`src/sv/yxy_pkg.sv`:
```
// Package: widths, payload and config types, matrix coefficients.
`timescale 1ns / 1ps
`default_nettype none
package yxy_pkg;

    localparam int FRAC_BITS = 16;
    localparam int LUM_W     = 24;
    localparam int CH_W      = 16;
    localparam int LMAX_W    = 23;
    localparam int L_INT     = 2;
    localparam int L_W       = FRAC_BITS + L_INT;
    localparam int S_W       = CH_W + 2;
    localparam int SMAG_W    = CH_W + 1;
    localparam int P_W       = L_W + SMAG_W;
    localparam int COEF_W    = FRAC_BITS + 2;
    localparam int SPLIT     = SMAG_W;
    localparam int HI_W      = P_W - SPLIT;
    localparam int PHI_W     = HI_W + COEF_W;
    localparam int PLO_W     = SPLIT + COEF_W;
    localparam int FULL_W    = P_W + COEF_W;
    localparam int TERM_W    = FULL_W - FRAC_BITS + 1;
    localparam int SUM_W     = TERM_W + 2;
    localparam int CL_W      = FRAC_BITS + 1;
    localparam int FLO_UP    = (FRAC_BITS >= CH_W) ? FRAC_BITS - CH_W : 0;
    localparam int FLO_DN    = (FRAC_BITS >= CH_W) ? 0 : CH_W - FRAC_BITS;
    localparam int CFG_A_W   = 3;

    typedef enum logic [CFG_A_W-1:0] {
        CFG_LUM_MAX   = 3'd0,
        CFG_LUM_FLOOR = 3'd1,
        CFG_X_CAP     = 3'd2,
        CFG_Y_CAP     = 3'd3
    } t_cfg_idx;

    typedef struct packed {
        logic signed [LUM_W-1:0] lum_in;
        logic [CH_W-1:0]         chroma_x;
        logic [CH_W-1:0]         chroma_y;
    } t_in_item;

    typedef struct packed {
        logic [7:0] red;
        logic [7:0] green;
        logic [7:0] blue;
        logic       fault;
    } t_out_item;

    typedef struct packed {
        logic [LMAX_W-1:0] lum_max;
        logic [CH_W-1:0]   lum_floor;
        logic [CH_W-1:0]   x_cap;
        logic [CH_W-1:0]   y_cap;
    } t_cfg;

    typedef struct packed {
        logic            valid;
        logic [L_W-1:0]  l;
        logic [CH_W-1:0] cx;
        logic [CH_W-1:0] cy;
    } t_lum_out;

    typedef struct packed {
        logic           valid;
        logic           fault;
        logic [L_W-1:0] l;
        logic [P_W-1:0] qx;
        logic [P_W-1:0] qz;
        logic           zneg;
    } t_xyz;

    // Q.24 magnitude rounded half up to Q.FRAC_BITS
    function automatic logic [COEF_W-1:0] coef_at(input longint unsigned m);
        longint unsigned half;
        half = (64'd1 << (24 - FRAC_BITS)) >> 1;
        return COEF_W'((m + half) >> (24 - FRAC_BITS));
    endfunction

    localparam logic [COEF_W-1:0] COEF_MAG [9] = '{
        coef_at(54366216), coef_at(25789098), coef_at(8363945),
        coef_at(16261417), coef_at(31473906), coef_at(697194),
        coef_at(933619),   coef_at(3423273),  coef_at(17738735)
    };
    localparam logic COEF_NEG [9] = '{
        1'b0, 1'b1, 1'b1,
        1'b1, 1'b0, 1'b0,
        1'b0, 1'b1, 1'b0
    };

endpackage
`default_nettype wire

```
`src/sv/yxy_matrix.sv`:
```
// sRGB matrix as split partial products, row sums, clamp, scale to 8 bits.
`timescale 1ns / 1ps
`default_nettype none
module yxy_matrix import yxy_pkg::*; (
    input  wire logic i_clk,
    input  wire logic i_rst_n,
    input  wire logic i_en,
    input  wire t_xyz i_xyz,
    output logic      o_valid,
    output t_out_item o_item
);
    logic [P_W-1:0] vmag [3];
    logic           vneg [3];
    always_comb begin
        vmag[0] = i_xyz.qx;
        vmag[1] = P_W'(i_xyz.l);
        vmag[2] = i_xyz.qz;
        vneg[0] = 1'b0;
        vneg[1] = 1'b0;
        vneg[2] = i_xyz.zneg;
    end

    logic             r_1v, r_2v, r_3v, r_1f, r_2f, r_3f;
    logic [PHI_W-1:0] r_phi  [9];
    logic [PLO_W-1:0] r_plo  [9];
    logic             r_neg  [9];
    logic signed [TERM_W-1:0] r_term [9];
    logic [CL_W-1:0]  r_clip [3];

    always_ff @(posedge i_clk) begin
        if (!i_rst_n) begin
            r_1v    <= 1'b0;
            r_2v    <= 1'b0;
            r_3v    <= 1'b0;
            o_valid <= 1'b0;
        end else if (i_en) begin
            r_1v    <= i_xyz.valid;
            r_2v    <= r_1v;
            r_3v    <= r_2v;
            o_valid <= r_3v;
        end
    end

    for (genvar j = 0; j < 9; j++) begin : g_term
        logic [FULL_W-1:0]     full;
        logic [TERM_W-2:0]     tmag;
        assign full = (FULL_W'(r_phi[j]) << SPLIT) + FULL_W'(r_plo[j]);
        assign tmag = full[FULL_W-1:FRAC_BITS];
        always_ff @(posedge i_clk) begin
            if (i_en) begin
                r_phi[j]  <= vmag[j%3][P_W-1:SPLIT] * COEF_MAG[j];
                r_plo[j]  <= vmag[j%3][SPLIT-1:0] * COEF_MAG[j];
                r_neg[j]  <= vneg[j%3] ^ COEF_NEG[j];
                r_term[j] <= r_neg[j] ? -$signed({1'b0, tmag}) : $signed({1'b0, tmag});
            end
        end
    end

    for (genvar i = 0; i < 3; i++) begin : g_row
        logic signed [SUM_W-1:0] sum;
        logic [CL_W+7:0]         scaled;
        assign sum = SUM_W'(r_term[3*i]) + SUM_W'(r_term[3*i+1]) + SUM_W'(r_term[3*i+2]);
        assign scaled = ({r_clip[i], 8'b0}) - (CL_W+8)'(r_clip[i]);
        always_ff @(posedge i_clk) begin
            if (i_en) begin
                if (sum < 0) begin
                    r_clip[i] <= '0;
                end else if (sum > $signed(SUM_W'(1) << FRAC_BITS)) begin
                    r_clip[i] <= CL_W'(1) << FRAC_BITS;
                end else begin
                    r_clip[i] <= sum[CL_W-1:0];
                end
            end
        end
    end

    always_ff @(posedge i_clk) begin
        if (i_en) begin
            r_1f <= i_xyz.fault;
            r_2f <= r_1f;
            r_3f <= r_2f;
            o_item.fault <= r_3f;
            o_item.red   <= r_3f ? 8'd0 : g_row[0].scaled[FRAC_BITS+7:FRAC_BITS];
            o_item.green <= r_3f ? 8'd0 : g_row[1].scaled[FRAC_BITS+7:FRAC_BITS];
            o_item.blue  <= r_3f ? 8'd0 : g_row[2].scaled[FRAC_BITS+7:FRAC_BITS];
        end
    end
endmodule
`default_nettype wire

```
`config.mk`:
```
export PLATFORM = sky130hd
export DESIGN_NAME = yxy_matrix
export DESIGN_NICKNAME = d
export VERILOG_FILES = /design/src/sv/yxy_pkg.sv /design/src/sv/yxy_matrix.sv
export SDC_FILE = /design/constraint.sdc
export NUM_CORES = 2
export LEC_CHECK = 0
export BUFFER_PORTS_ARGS = -buffer_cell sky130_fd_sc_hd__buf_2
export CORE_MARGIN = 2
export CORE_UTILIZATION = 50
export CTS_BUF_LIST = sky130_fd_sc_hd__clkbuf_8
export DETAILED_ROUTE_END_ITERATION = 10
export PLACE_DENSITY = 0.65
export RECOVER_POWER = 100
export SYNTH_ARGS = -nofsm -noshare
export SYNTH_HDL_FRONTEND = slang
export SYNTH_SLANG_ARGS = --single-unit
```
`constraint.sdc`:
```
create_clock -name i_clk -period 9.43 [get_ports i_clk]
set_input_delay 1.886 -clock i_clk [delete_from_list [all_inputs] [get_ports i_clk]]
set_output_delay 1.886 -clock i_clk [all_outputs]
set_load 0.05 [all_outputs]
```
Yosys cells after proc, flatten, opt, wreduce, memory -nomap -nowiden --
Memories as Yosys holds them, arrays and structs flattened. Cells that the tools add are included.
Word-level totals: flip-flop bits (word level) 32, output and inout bits 26, memories kept 5, input bits 94, RAM bits 1041
Cells by class: $mul 18, order comparisons 6, mux-type cells 50, add/subtract/negate cells 27, bitwise gates (word level) 7
Memory list:
- r_term | depth 9, width 38, read ports 9, clocked after Yosys merged registers in 0, wr ports 9, line yxy_matrix.sv:27 | logic signed [TERM_W-1:0] r_term [9];
- r_phi | depth 9, width 36, read ports 9, clocked after Yosys merged registers in 0, wr ports 9, line yxy_matrix.sv:24 | logic [PHI_W-1:0] r_phi [9];
- r_plo | depth 9, width 35, read ports 9, clocked after Yosys merged registers in 0, wr ports 9, line yxy_matrix.sv:25 | logic [PLO_W-1:0] r_plo [9];
- r_clip | depth 3, width 17, read ports 3, clocked after Yosys merged registers in 0, wr ports 3, line yxy_matrix.sv:28 | logic [CL_W-1:0] r_clip [3];
- r_neg | depth 9, width 1, read ports 9, clocked after Yosys merged registers in 0, wr ports 9, line yxy_matrix.sv:26 | logic r_neg [9];
Operators with widths (number):
- 53-bit by 35-bit adder with 53-bit output | 9
- 38-bit 2-to-1 mux | 9
- 37-bit negator with 38-bit output | 9
- 39-bit by 38-bit adder with 40-bit output | 3
- 40-bit by 18-bit > comparator with 1-bit output (second input constant) | 3
- 40-bit by 1-bit less-than comparator with 1-bit output (second input constant) | 3
- 38-bit by 38-bit adder with 39-bit output | 3
- 17-bit 2-to-1 mux | 6
- 17-bit by 12-bit multiplier with 29-bit output (second input constant) | 3
- 24-bit by 17-bit subtractor with 24-bit output | 3
- 17-bit by 17-bit multiplier with 34-bit output (second input constant) | 2
- 18-bit by 12-bit multiplier with 30-bit output (second input constant) | 2
- 1-bit by 17-bit multiplier with 18-bit output (second input constant) | 2
- 1-bit 2-to-1 mux | 35
- 18-bit by 16-bit multiplier with 34-bit output (second input constant) | 1
- 17-bit by 16-bit multiplier with 33-bit output (second input constant) | 1
- 18-bit by 15-bit multiplier with 33-bit output (second input constant) | 1
- 17-bit by 15-bit multiplier with 32-bit output (second input constant) | 1
- 18-bit by 14-bit multiplier with 32-bit output (second input constant) | 1
- 17-bit by 14-bit multiplier with 31-bit output (second input constant) | 1
- 18-bit by 10-bit multiplier with 28-bit output (second input constant) | 1
- 17-bit by 10-bit multiplier with 27-bit output (second input constant) | 1
- 1-bit by 12-bit multiplier with 13-bit output (second input constant) | 1
- 1-bit OR | 6
- 1-bit NOT | 1

Longest topological paths before layout --
An unclocked memory read counts as a cell.
depth in word-level cells 10, depth in mapped cells 23, depth with buffers taken out 23

Least setup slack after synthesis --
OpenSTA, ideal clock, no wires.
path type input to register, start point input port i_xyz[27] (netlist name), end point memory r_phi[0][322] (netlist name) (data pin), path slack 1.946 ns, path buffers 0, stages on the path 22, setup time 0.275 ns, data arrival time 7.209 ns, cell sequence ha_1 > inv_1 > fa_1 > inv_1 > fa_1 > inv_1 > fa_1 > fa_1 > inv_1 > fa_1 > ha_1 > a21o_1 > a21oi_1 > o21ai_0 > a21oi_1 > a31oi_1 > a41oi_1 > a2111oi_0 > o21a_1 > o21a_1 > o41ai_1 > o21ai_0
RTL lines:
- from (decl) | line yxy_matrix.sv:8 | input wire t_xyz i_xyz,
- to (decl) | line yxy_matrix.sv:24

==> impl_metrics.ini <==
[run_status]
status = complete, but fails checks
violations = capacitance limit, slew limit

[routing]
drt-total-wl_um = 252000
wire_per_inst_um = 21.4
drt_iter0_drc = 4259
vias = 66122
dr_wl_met2_um = 120000
top_layer_used = met5
wl_met3_um = 11300
ant_nets = 0
drt-met1-wl_um = 112000
drc = 0
firstDrtPassIters = 6
route.detailed.vias_per_inst = 5.61

[grt]
grt.overflow.total = 0
grt_max_degree = 158
grt_pass1_wl_um = 395000
antenna_found_initial = 12
first_global_vias = 69120
grt_usage_pct = 26.7

[synthesis]
syn-cell-area_um2 = 94700
yosys-top-cells-count = 1587 x inv_1, 1580 x ha_1, 1099 x fa_1, 714 x edfxtp_1, 480 x xnor2_1
synth_seq_cells = 718
synth_cells = 9020
synth_edf_count = 714
async_reset_ff_share_pct = 0
synth_top_cell_area_share_pct = 23.2
ys_seq_area_share_pct = 22.7
synth_top_area_cell = fa_1
synth_cell_types = 99
synth.area.top_cells = fa_1 23%, edfxtp_1 23%, ha_1 21%
synth_nets = 11793
synth_most_common_cell = inv_1
synthFlopType = edfxtp_1
yosys_warnings = 0
avgSynthCellArea_um2 = 10.5

[critical_path]
max_stage_delay_ns = 2.67
critPathKind = in -> reg
start_kind = input port
ff2ff_path_depth = 17
end_kind = flip-flop
critPathMaxFanout = 65
crit_top_cell = clkbuf_1
crit_chain = clkbuf_1 -> clkbuf_1 -> nand2_1 -> a31oi_1
crit_slowest_cell = clkbuf_1
critPathArrivalTime_ns = 8.75
worstPathRequired_ns = 9.99

[min_path]
min_path_type = reg -> reg
holdPathStages = 0

[clock_tree]
cts_tree = yes
clk_pin_slew_ns = 0.05
clock_path_buffers = 3
clkLatencyLatePin_ns = 0.87
cts_root_buf = clkbuf_8
ctsHoldBuffers = 0
cts_setup_buffers = 0
ctsResizeCount = 0
cts_buffers = 134
cts_max_level = 4
clock_sinks = 718

[die]
io_pins = 120
die_h_um = 439
start_util_pct = 50.4
die_x_um = 439
dieArea_um2 = 193000
coreArea_um2 = 188000
rows = 159

[run]
cap_viol_max_count = 16

[timing]
fin_skew_ns = 0.0445
fin_ws_ns = 1.24
hold_viol = 0
rsz0062_at_grt = false
drv_slew = 792
fmax_mhz = 122
tightest_slew_ns = 3.71
maxSlewHeadroom_pct = -147
setup_tns_ns = 0
setup_violations = 0
post-route-min-period_ns = 8.19
min_period_over_period_pct = 86.9

[place]
pre_cts_ws_ns = 0.954
gp_congestion = 0.962
dp_hpwl_um = 214000
portBuffers = 119

[final_layout]
drive_above_1_share_pct = 3.89
areaGrowthSynthToFinish_pct = 6.21
layout.nets = 11962
fillers = 16672
stage by stage:
step,util [%],hold WS (ns),cells,cell area (µm²)
finish,53.5,0.416,11794,101000
global route,53.5,0.423,11790,101000
CTS,53.6,0.418,11789,101000
detailed placement,52.2,0.407,11548,98200
global placement,52.2,0.408,11548,98200
floorplan,-,0.400,9020,94700
path summary, 6_finish.rpt:
kind                        end  slack (ns)           start
hold reg to reg    r_term[0][0]        0.42    r_plo[0][16]
setup reg to reg  r_clip[1][14]        3.22  r_term[0][190]
hold / removal     r_term[0][0]        0.42    r_plo[0][16]
setup / recovery  r_clip[1][16]        1.24            i_en
layout by cell type, fill, tap and decap left out, drive strengths merged, types with 50 or more instances in the layout:
master / instances
nor2b: 72
and3: 78
nand2b: 67
fa: 1099
nand4: 57
xnor2: 480
o21ai: 289
a211oi: 69
buf: 84
inv: 1632
ha: 1580
clkbuf: 194
nor2: 419
nand3: 178
o21a: 105
xor2: 202
or3: 69
nor3: 179
a21o: 167
o31ai: 50
edfxtp: 714
a21oi: 370
nand2: 357
nor4: 57
layer usage:
metal	vias up	global-route usage [%]
met4	6	8.40
met3	354	2.91
met1	32738	36.5
li1	31407	-
met2	1617	44.5
met5	-	0
worst max-delay path, delay by kind of cell:
kind                   cells  cell delay [ns]
buffers and inverters      2             4.40
AND/OR/NAND/NOR            1             1.52
AO/OA/AOI/OAI              1             0.85
registers in the layout, indices dropped and copies added (netlist names):
name and count:
r_term 306, r_phi 180, r_plo 147, r_clip 51
o_item 25, r_neg 2, o_valid 1, r_1f 1
r_1v 1, r_2f 1, r_2v 1, r_3f 1
r_3v 1
cell families after synthesis:
| group | after synthesis | share of synthesized area [%] |
|---|---|---|
| DFF | 718 | 22.7 |
| AOI/OAI and AO/OA | 1447 | 10.1 |
| adders and majority gates | 2679 | 44.1 |
| and+or+nand+nor | 1760 | 9.55 |
| xor gates and xnor gates | 682 | 6.31 |
| buffers and inverters | 1697 | 6.76 |
| muxes | 37 | 0.403 |
cell type report:
class / instances / area [µm²] / area share, %
multi-input cells: 6605 / 66700 / 66.3
flip-flops and latches: 718 / 21500 / 21.4
inverters: 1588 / 5960 / 5.93
well taps: 2495 / 3120 / 3.10
clock buffers: 136 / 1870 / 1.86
clock inverters: 105 / 734 / 0.730
repair buffers: 142 / 666 / 0.662
diodes: 5 / 12.5 / 0.0124
Power is not shown: default switching activity piles up to over one toggle a cycle in this logic, so the estimate is an artifact.
