[config.mk]
export PLATFORM = sky130hd
export DESIGN_NAME = yxy_lum_norm
export DESIGN_NICKNAME = d
export VERILOG_FILES = /design/src/sv/yxy_pkg.sv /design/src/sv/yxy_lum_norm.sv
export SDC_FILE = /design/constraint.sdc
export NUM_CORES = 2
export LEC_CHECK = 0
export BUFFER_PORTS_ARGS = -buffer_cell sky130_fd_sc_hd__buf_2
export CAP_MARGIN = 20
export CORE_MARGIN = 4
export CORE_UTILIZATION = 65
export CTS_BUF_LIST = sky130_fd_sc_hd__clkbuf_4 sky130_fd_sc_hd__clkbuf_8
export DETAILED_ROUTE_END_ITERATION = 10
export GPL_TIMING_DRIVEN = 0
export PLACE_DENSITY = 0.92
export SLEW_MARGIN = 40
export SYNTH_ARGS = -nofsm -noshare
export SYNTH_HDL_FRONTEND = slang
export SYNTH_SLANG_ARGS = --single-unit
[constraint.sdc]
create_clock -name i_clk -period 4.45 [get_ports i_clk]
set_input_delay 0.89 -clock i_clk [delete_from_list [all_inputs] [get_ports i_clk]]
set_output_delay 0.89 -clock i_clk [all_outputs]
set_load 0.01 [all_outputs]
[src/sv/yxy_pkg.sv]
// Package: widths, payload and config types, matrix coefficients.
`timescale 1ns / 1ps
`default_nettype none
package yxy_pkg;

    localparam int FRAC_BITS = 16;
    localparam int LUM_W     = 24;
    localparam int CH_W      = 16;
    localparam int LMAX_W    = 23;
    localparam int L_INT     = 2;
    localparam int L_W       = FRAC_BITS + L_INT;
    localparam int S_W       = CH_W + 2;
    localparam int SMAG_W    = CH_W + 1;
    localparam int P_W       = L_W + SMAG_W;
    localparam int COEF_W    = FRAC_BITS + 2;
    localparam int SPLIT     = SMAG_W;
    localparam int HI_W      = P_W - SPLIT;
    localparam int PHI_W     = HI_W + COEF_W;
    localparam int PLO_W     = SPLIT + COEF_W;
    localparam int FULL_W    = P_W + COEF_W;
    localparam int TERM_W    = FULL_W - FRAC_BITS + 1;
    localparam int SUM_W     = TERM_W + 2;
    localparam int CL_W      = FRAC_BITS + 1;
    localparam int FLO_UP    = (FRAC_BITS >= CH_W) ? FRAC_BITS - CH_W : 0;
    localparam int FLO_DN    = (FRAC_BITS >= CH_W) ? 0 : CH_W - FRAC_BITS;
    localparam int CFG_A_W   = 3;

    typedef enum logic [CFG_A_W-1:0] {
        CFG_LUM_MAX   = 3'd0,
        CFG_LUM_FLOOR = 3'd1,
        CFG_X_CAP     = 3'd2,
        CFG_Y_CAP     = 3'd3
    } t_cfg_idx;

    typedef struct packed {
        logic signed [LUM_W-1:0] lum_in;
        logic [CH_W-1:0]         chroma_x;
        logic [CH_W-1:0]         chroma_y;
    } t_in_item;

    typedef struct packed {
        logic [7:0] red;
        logic [7:0] green;
        logic [7:0] blue;
        logic       fault;
    } t_out_item;

    typedef struct packed {
        logic [LMAX_W-1:0] lum_max;
        logic [CH_W-1:0]   lum_floor;
        logic [CH_W-1:0]   x_cap;
        logic [CH_W-1:0]   y_cap;
    } t_cfg;

    typedef struct packed {
        logic            valid;
        logic [L_W-1:0]  l;
        logic [CH_W-1:0] cx;
        logic [CH_W-1:0] cy;
    } t_lum_out;

    typedef struct packed {
        logic           valid;
        logic           fault;
        logic [L_W-1:0] l;
        logic [P_W-1:0] qx;
        logic [P_W-1:0] qz;
        logic           zneg;
    } t_xyz;

    // Q.24 magnitude rounded half up to Q.FRAC_BITS
    function automatic logic [COEF_W-1:0] coef_at(input longint unsigned m);
        longint unsigned half;
        half = (64'd1 << (24 - FRAC_BITS)) >> 1;
        return COEF_W'((m + half) >> (24 - FRAC_BITS));
    endfunction

    localparam logic [COEF_W-1:0] COEF_MAG [9] = '{
        coef_at(54366216), coef_at(25789098), coef_at(8363945),
        coef_at(16261417), coef_at(31473906), coef_at(697194),
        coef_at(933619),   coef_at(3423273),  coef_at(17738735)
    };
    localparam logic COEF_NEG [9] = '{
        1'b0, 1'b1, 1'b1,
        1'b1, 1'b0, 1'b0,
        1'b0, 1'b1, 1'b0
    };

endpackage
`default_nettype wire

[src/sv/yxy_lum_norm.sv]
// Chroma capping and pipelined luminance normalization (one quotient bit per stage).
`timescale 1ns / 1ps
`default_nettype none
module yxy_lum_norm import yxy_pkg::*; (
    input  wire logic     i_clk,
    input  wire logic     i_rst_n,
    input  wire logic     i_en,
    input  wire logic     i_valid,
    input  wire t_in_item i_item,
    input  wire t_cfg     i_cfg,
    output t_lum_out      o_stage
);
    localparam int N = L_W;

    logic              r_v   [0:N];
    logic [LMAX_W-1:0] r_rem [0:N];
    logic [L_W-1:0]    r_q   [0:N];
    logic [L_W-1:0]    r_dl  [0:N];
    logic [CH_W-1:0]   r_cx  [0:N];
    logic [CH_W-1:0]   r_cy  [0:N];
    logic              r_pos [0:N];
    logic              r_sat [0:N];

    logic [LMAX_W-1:0] mag;
    assign mag = i_item.lum_in[LMAX_W-1:0];

    always_ff @(posedge i_clk) begin
        if (!i_rst_n) begin
            r_v[0] <= 1'b0;
        end else if (i_en) begin
            r_v[0] <= i_valid;
        end
        if (i_en) begin
            r_cx[0]  <= (i_item.chroma_x > i_cfg.x_cap) ? i_cfg.x_cap : i_item.chroma_x;
            r_cy[0]  <= (i_item.chroma_y > i_cfg.y_cap) ? i_cfg.y_cap : i_item.chroma_y;
            r_pos[0] <= !i_item.lum_in[LUM_W-1] && (|mag);
            // quotient would exceed Q2.F: lum >= lum_max * 2^L_INT
            r_sat[0] <= (i_cfg.lum_max == '0) ||
                        ({{L_INT{1'b0}}, mag} >= {i_cfg.lum_max, {L_INT{1'b0}}});
            r_rem[0] <= mag >> L_INT;
            r_dl[0]  <= {mag[L_INT-1:0], {FRAC_BITS{1'b0}}};
            r_q[0]   <= '0;
        end
    end

    for (genvar k = 0; k < N; k++) begin : g_div
        logic [LMAX_W:0] t;
        logic            ge;
        logic [LMAX_W:0] diff;
        assign t    = {r_rem[k], r_dl[k][L_W-1]};
        assign ge   = t >= {1'b0, i_cfg.lum_max};
        assign diff = t - {1'b0, i_cfg.lum_max};
        always_ff @(posedge i_clk) begin
            if (!i_rst_n) begin
                r_v[k+1] <= 1'b0;
            end else if (i_en) begin
                r_v[k+1] <= r_v[k];
            end
            if (i_en) begin
                r_rem[k+1] <= ge ? diff[LMAX_W-1:0] : t[LMAX_W-1:0];
                r_q[k+1]   <= {r_q[k][L_W-2:0], ge};
                r_dl[k+1]  <= {r_dl[k][L_W-2:0], 1'b0};
                r_cx[k+1]  <= r_cx[k];
                r_cy[k+1]  <= r_cy[k];
                r_pos[k+1] <= r_pos[k];
                r_sat[k+1] <= r_sat[k];
            end
        end
    end

    logic [L_W-1:0] flo;
    logic [L_W-1:0] qs;
    assign flo = (L_W'(i_cfg.lum_floor) << FLO_UP) >> FLO_DN;
    assign qs  = r_sat[N] ? {L_W{1'b1}} : r_q[N];

    always_comb begin
        o_stage.valid = r_v[N];
        o_stage.cx    = r_cx[N];
        o_stage.cy    = r_cy[N];
        if (!r_pos[N]) begin
            o_stage.l = '0;
        end else begin
            o_stage.l = (qs > flo) ? qs : flo;
        end
    end
endmodule
`default_nettype wire

After elaboration in Yosys (flattened, before gate mapping)
Memory sizes are Yosys's and may differ from the RTL's.
Index checks and enable logic that the tools add are counted.
- add/sub/neg operators: 18
- order comparisons: 22
- mux-type cells: 47
- bitwise operators: 19
- reduce and logical (&&, ||, !) cells: 5
- operator list (cell ; count):
    $ge A24 B23 Y1 ; 18
    $mux W23 ; 18
    $sub A23 B23 Y23 ; 18
    $mux W18 ; 3
    $gt A16 B16 Y1 ; 2
    $mux W16 ; 2
    $ge A23 B25 Y1 ; 1
    $mux W1 ; 24
    $logic_not A23 Y1 ; 1
    $reduce_or A23 Y1 ; 1
    $or A1 B1 Y1 ; 19
    $gt A18 B16 Y1 ; 1
    $logic_and A1 B1 Y1 ; 1
    $logic_not A1 Y1 ; 1
    $logic_or A1 B1 Y1 ; 1
- register bits after elaboration: 0
- RAM bits: 1767
- input port bits: 131
- output and inout bits: 51
- memories: 8
- memories (name ; depth ; width ; read ports ; clocked after Yosys merged registers in ; wr ports ; line ; source):
    r_rem ; 19 ; 23 ; 18 ; 0 ; 19 ; yxy_lum_norm.sv:16 ; logic [LMAX_W-1:0] r_rem [0:N];
    r_q ; 19 ; 18 ; 19 ; 0 ; 19 ; yxy_lum_norm.sv:17 ; logic [L_W-1:0] r_q [0:N];
    r_dl ; 19 ; 17 ; 18 ; 0 ; 19 ; yxy_lum_norm.sv:18 ; logic [L_W-1:0] r_dl [0:N];
    r_cx ; 19 ; 16 ; 19 ; 0 ; 19 ; yxy_lum_norm.sv:19 ; logic [CH_W-1:0] r_cx [0:N];
    r_cy ; 19 ; 16 ; 19 ; 0 ; 19 ; yxy_lum_norm.sv:20 ; logic [CH_W-1:0] r_cy [0:N];
    r_pos ; 19 ; 1 ; 19 ; 0 ; 19 ; yxy_lum_norm.sv:21 ; logic r_pos [0:N];
    2 more memories ; n/a ; n/a ; n/a ; n/a ; n/a ; n/a ;

Longest topological paths before layout
An unclocked memory read counts as a cell.
- word-level depth: 5
- depth in mapped cells: 14

Worst setup path before layout
OpenSTA, ideal clock, no wires.
- kind: input -> register
- start point: in i_cfg[50] (netlist bit)
- end point: mem r_rem[15][10] (data pin)
- arrival: 3.749 ns
- required time: 4.190 ns
- slack: 0.440 ns
- stages: 13
- cells stage by stage: inv_1 > ha_1 > nor2b_1 > o21a_1 > o21ai_2 > a211oi_1 > or3b_4 > a311oi_2 > o311ai_1 > a211o_1 > buf_6 > buf_6 > mux2_4
- RTL lines (element ; line ; source):
    start: declaration ; yxy_lum_norm.sv:10 ; input wire t_cfg i_cfg,
    end: declaration ; yxy_lum_norm.sv:16 ;

==> run summary <==
In this run, the number of DRC markers left after iteration 0 of detailed routing was 4696. The run finished, with violations left. The placed instance count was 6319.

The primary flip-flop cell chosen by synthesis mapping is edfxtp_1. The slowest stage cell on the critical path is edfxtp_1. The synthesized netlist cell count is 4849, and the maximum operating frequency is 0.223 GHz. The transition time at the pin with the least slew margin was 0.873 ns. The adder and majority cell fraction of the synthesized area is 0.100. For the routability congestion estimate from global placement, the log shows 0.948.

In this run the standard cell core region covers 96700 µm². The sequential area share after synthesis was 0.592. The clock passes through at most 3 buffers. The clock reaches the later pin of the worst-skew pair after 0.91 ns. In this run the critical register-to-register path is launched from r_rem[15][1]. Dividing the detail-routed wire length by the instance count gives 21.2 µm. The synthesized-area fraction occupied by ao, oa, aoi and oai cells was 0.124. Once placement finished, the instance area stood at 66300 µm². The clock arrives with 0.0530 ns of skew.

edfxtp_1 takes more of the synthesized area than any other cell. The worst setup path is captured at an output pin. The netlist uses 87 different library cells. The tools report the leakage power of the design as 0.0277 µW. The kind of start point of the critical path is a register. The die is 320 µm tall.

The final reports fail on setup timing. Total power for the finished layout comes to 46800 µW. The run gives 5478 as the post-synthesis net count. For the effective utilization at floorplan, the log shows 0.656. Number of slew-limit violations in the final report: 0. Detailed routing inserted a total of 42300 vias. In this run the clock root is driven by a clkbuf_8. The least setup slack across all paths after layout is -0.0441 ns, and the areal power density over the cells is 661 nW/µm². The number of global-route vias before repair was 41900. The tools report the final-report hold violation count as 0. The combinational family with the most area after synthesis was compound AO/OA/AOI/OAI gates. The minimum clock period works out to 4.49 ns. The tool flagged a number of max-cap violations equal to 0. The global-route total usage across every layer was 0.273. The logs give 196 for the total clock buffers created by CTS and 114 for the number of placement rows. The level count of the clock H-tree was 4. The clock-pin slew reported for the worst setup and hold paths after clock tree synthesis was 0.06 ns; the number of design rule violations left after detail routing was 0. The remaining antenna violation count was 0. The arrival time at the worst endpoint is 3.60 ns, and the number of antenna violations at the first check in global routing is 2. Post-synthesis xor/xnor area fraction: 0.0424.

The commonest cells after synthesis are edfxtp_1 (1250), ha_1 (481), o21ai_0 (308). Entering global routing, the biggest net connects 116 pins. The run gives 6692 as the non-filler instance count after layout. Summed over all layers, the routed wires come to 142 mm. Family with the most delay on the worst path: simple AND/OR/NAND/NOR gates. By area the synthesized netlist is led by edfxtp_1 (59%), ha_1 (9.5%), mux2_2 (3.3%), o21ai_0 (2.4%), xnor2_1 (2.4%).

The die extent in x was 320 µm; the layout net count was 5883. The most critical setup path has its startpoint at r_sat[18]. The proportion of layout cells with a drive suffix above 1 is 0.166.

The post-synthesis share of cell area spent on and, or, nand and nor gates came out at 0.0844. After synthesis the netlist holds a flip-flop and latch count of 1251. The worst setup path is of the reg2out kind.

The multiplexer fraction of the synthesized cell area was 0.0399. The number of buffers and inverters on the critical path is 4. STA puts the critical path data required time at 3.56 ns. The number of enable flip-flop cells after synthesis works out to 1250. The average via count per standard cell was 6.32.

The run gives 0.206 ns as the worst hold margin. The relative area change from synthesis to final layout came out at 11.6%. The finished cells cover 70700 µm². CTS saw 1251 sinks.

The worst stage delay on the critical path is 0.49 ns. During placement, the flow inserted port buffers numbering 180. The number of warnings issued by yosys came out at 0. TritonCTS built the clock tree. The synthesized netlist occupies a cell area of 63400 µm².

Of all nets on the critical path, the largest fanout is 8. Pin placement for this block handled 182 I/O pins. Traced cell by cell, the critical path runs through buf_6 > or2_4 > ha_4 > nand4_1 > nor2_2 > a21oi_1 > o211ai_1 > nand2_1 > nand4b_1 > o21ai_4 > buf_4 > buf_6 > a211oi_2 > buf_2. The ratio of final minimum period to clock period came out at 1.01. The peak ir drop on the vdd network was 382 µV; the utilization after layout was 0.731. The tightest min-delay check is of the in2reg type. The fraction of registers with async set or reset after synthesis was 0; the number of setup violations in the final report was 14. The most numerous cell type found on the critical path is buf_6.

In this run the most critical hold path is launched from i_item[38]. The remaining max-slew budget at the tightest pin came out at 0.417. The die covers 103000 µm². The first global-routing pass estimated 222 mm of wire.

The average instance area after synthesis was 13.1 µm²; the detailed-router iteration count before antenna repair was 6. HPWL after detailed placement: 94.9 mm. Setup repair after global routing could not meet its margin everywhere.

Area share of the leading cell type in the synthesized netlist: 0.592. The most common cell in the synthesized netlist is edfxtp_1. The total overflow left after global routing is 0. Buffers inserted to repair hold after CTS numbered 0.
[through the flow]
stage	setup slack, ns	TNS (ns)
global route	-0.250	-3.70
finish	-0.0441	-0.310
global placement	-16.30	-
CTS	-0.0669	-0.557
floorplan	0.440	0
detailed placement	-1.75	-391.30
[placed cells by master (no fill, tap or decap), types with 23 or more instances in the layout]
cell      Yosys  final
o21bai_1     42     42
a211oi_1     71     56
a21oi_1     299    297
nand3_1      53     53
buf_2        27    205
clkbuf_8      0    199
inv_1       174    152
clkbuf_4      0     71
o21ai_0     308    306
nor2b_1      72     72
o21a_1       69     69
nor4_1       23     23
clkinv_1      0     46
mux2_2      185    185
or2_2        42     32
edfxtp_1   1250   1250
clkbuf_1     56     48
ha_1        481    470
nor3_1       67     67
nand2b_1     63     62
a31oi_1      49     48
o31ai_1      37     35
and3_1       55     55
nor2_1      245    236
nand4_1      66     66
nand2_1     307    307
xor2_1      131    131
and2_1       24     24
a21o_1      187    187
xnor2_1     176    176
[flip-flops by register name (all words and copies together), names as in the netlist]
name and flops:
r_sat 19, r_pos 19, r_q 171, r_cx 304, r_rem 412, r_dl 3
r_cy 304, r_v 19
[report_power, final]
| part | switching [µW] | total, µW | internal (µW) |
|---|---|---|---|
| registers | 1270 | 17800 | 16500 |
| logic | 10900 | 19300 | 8370 |
| clock network | 4610 | 9710 | 5100 |
| total | 16800 | 46800 | 30000 |
[final timing paths]
path | endpoint | slack [ns] | cells past startpoint
min reg2reg | r_cx[4][1] | 0.38 | 0
max | o_stage[44] | -0.04 | 14
max reg2reg | r_rem[16][19] | 0.28 | 11
min | r_rem[0][4] | 0.21 | 1
[repair_timing]
action / in CTS / in global routing
cloned: 2 / 0
resized for setup: 58 / 25
endpoints found under the hold margin: 0 / 0
setup endpoints to repair: 184 / 68
pin swaps: 33 / 17
setup buffers: 10 / 3
[metal layers]
metal | up-vias | part of all wire | track usage
met5 | - | 0 | 0
met4 | 0 | 0.045 | 0.125
met3 | 496 | 0.086 | 0.0536
met2 | 2093 | 0.48 | 0.447
met1 | 20200 | 0.39 | 0.356
li1 | 19500 | - | -
[logic make-up (layout without fill, tap and decap cells)]
family                   after synthesis  count (layout)
other                                  0               3
adder cells (fa/ha/maj)              498             498
AO/OA/AOI/OAI                       1228            1228
XOR/XNOR                             307             307
flip-flops                          1251            1251
AND/OR/NAND/NOR                     1079            1079
buffers and inverters                264             828
multiplexers                         222             222
[area by class of cell]
| cell class | instances | area, µm² |
|---|---|---|
| diodes | 3 | 7.51 |
| fillers | 6017 | 26000 |
| clock inverters | 89 | 682 |
| inverters | 174 | 666 |
| clock buffers | 268 | 3250 |
| repair buffers | 208 | 1440 |
| multi-input cells | 3334 | 25100 |
| flip-flops and latches | 1251 | 37600 |
| plain buffers | 89 | 452 |
| well taps | 1276 | 1600 |
(Power assumes the default switching activity.)
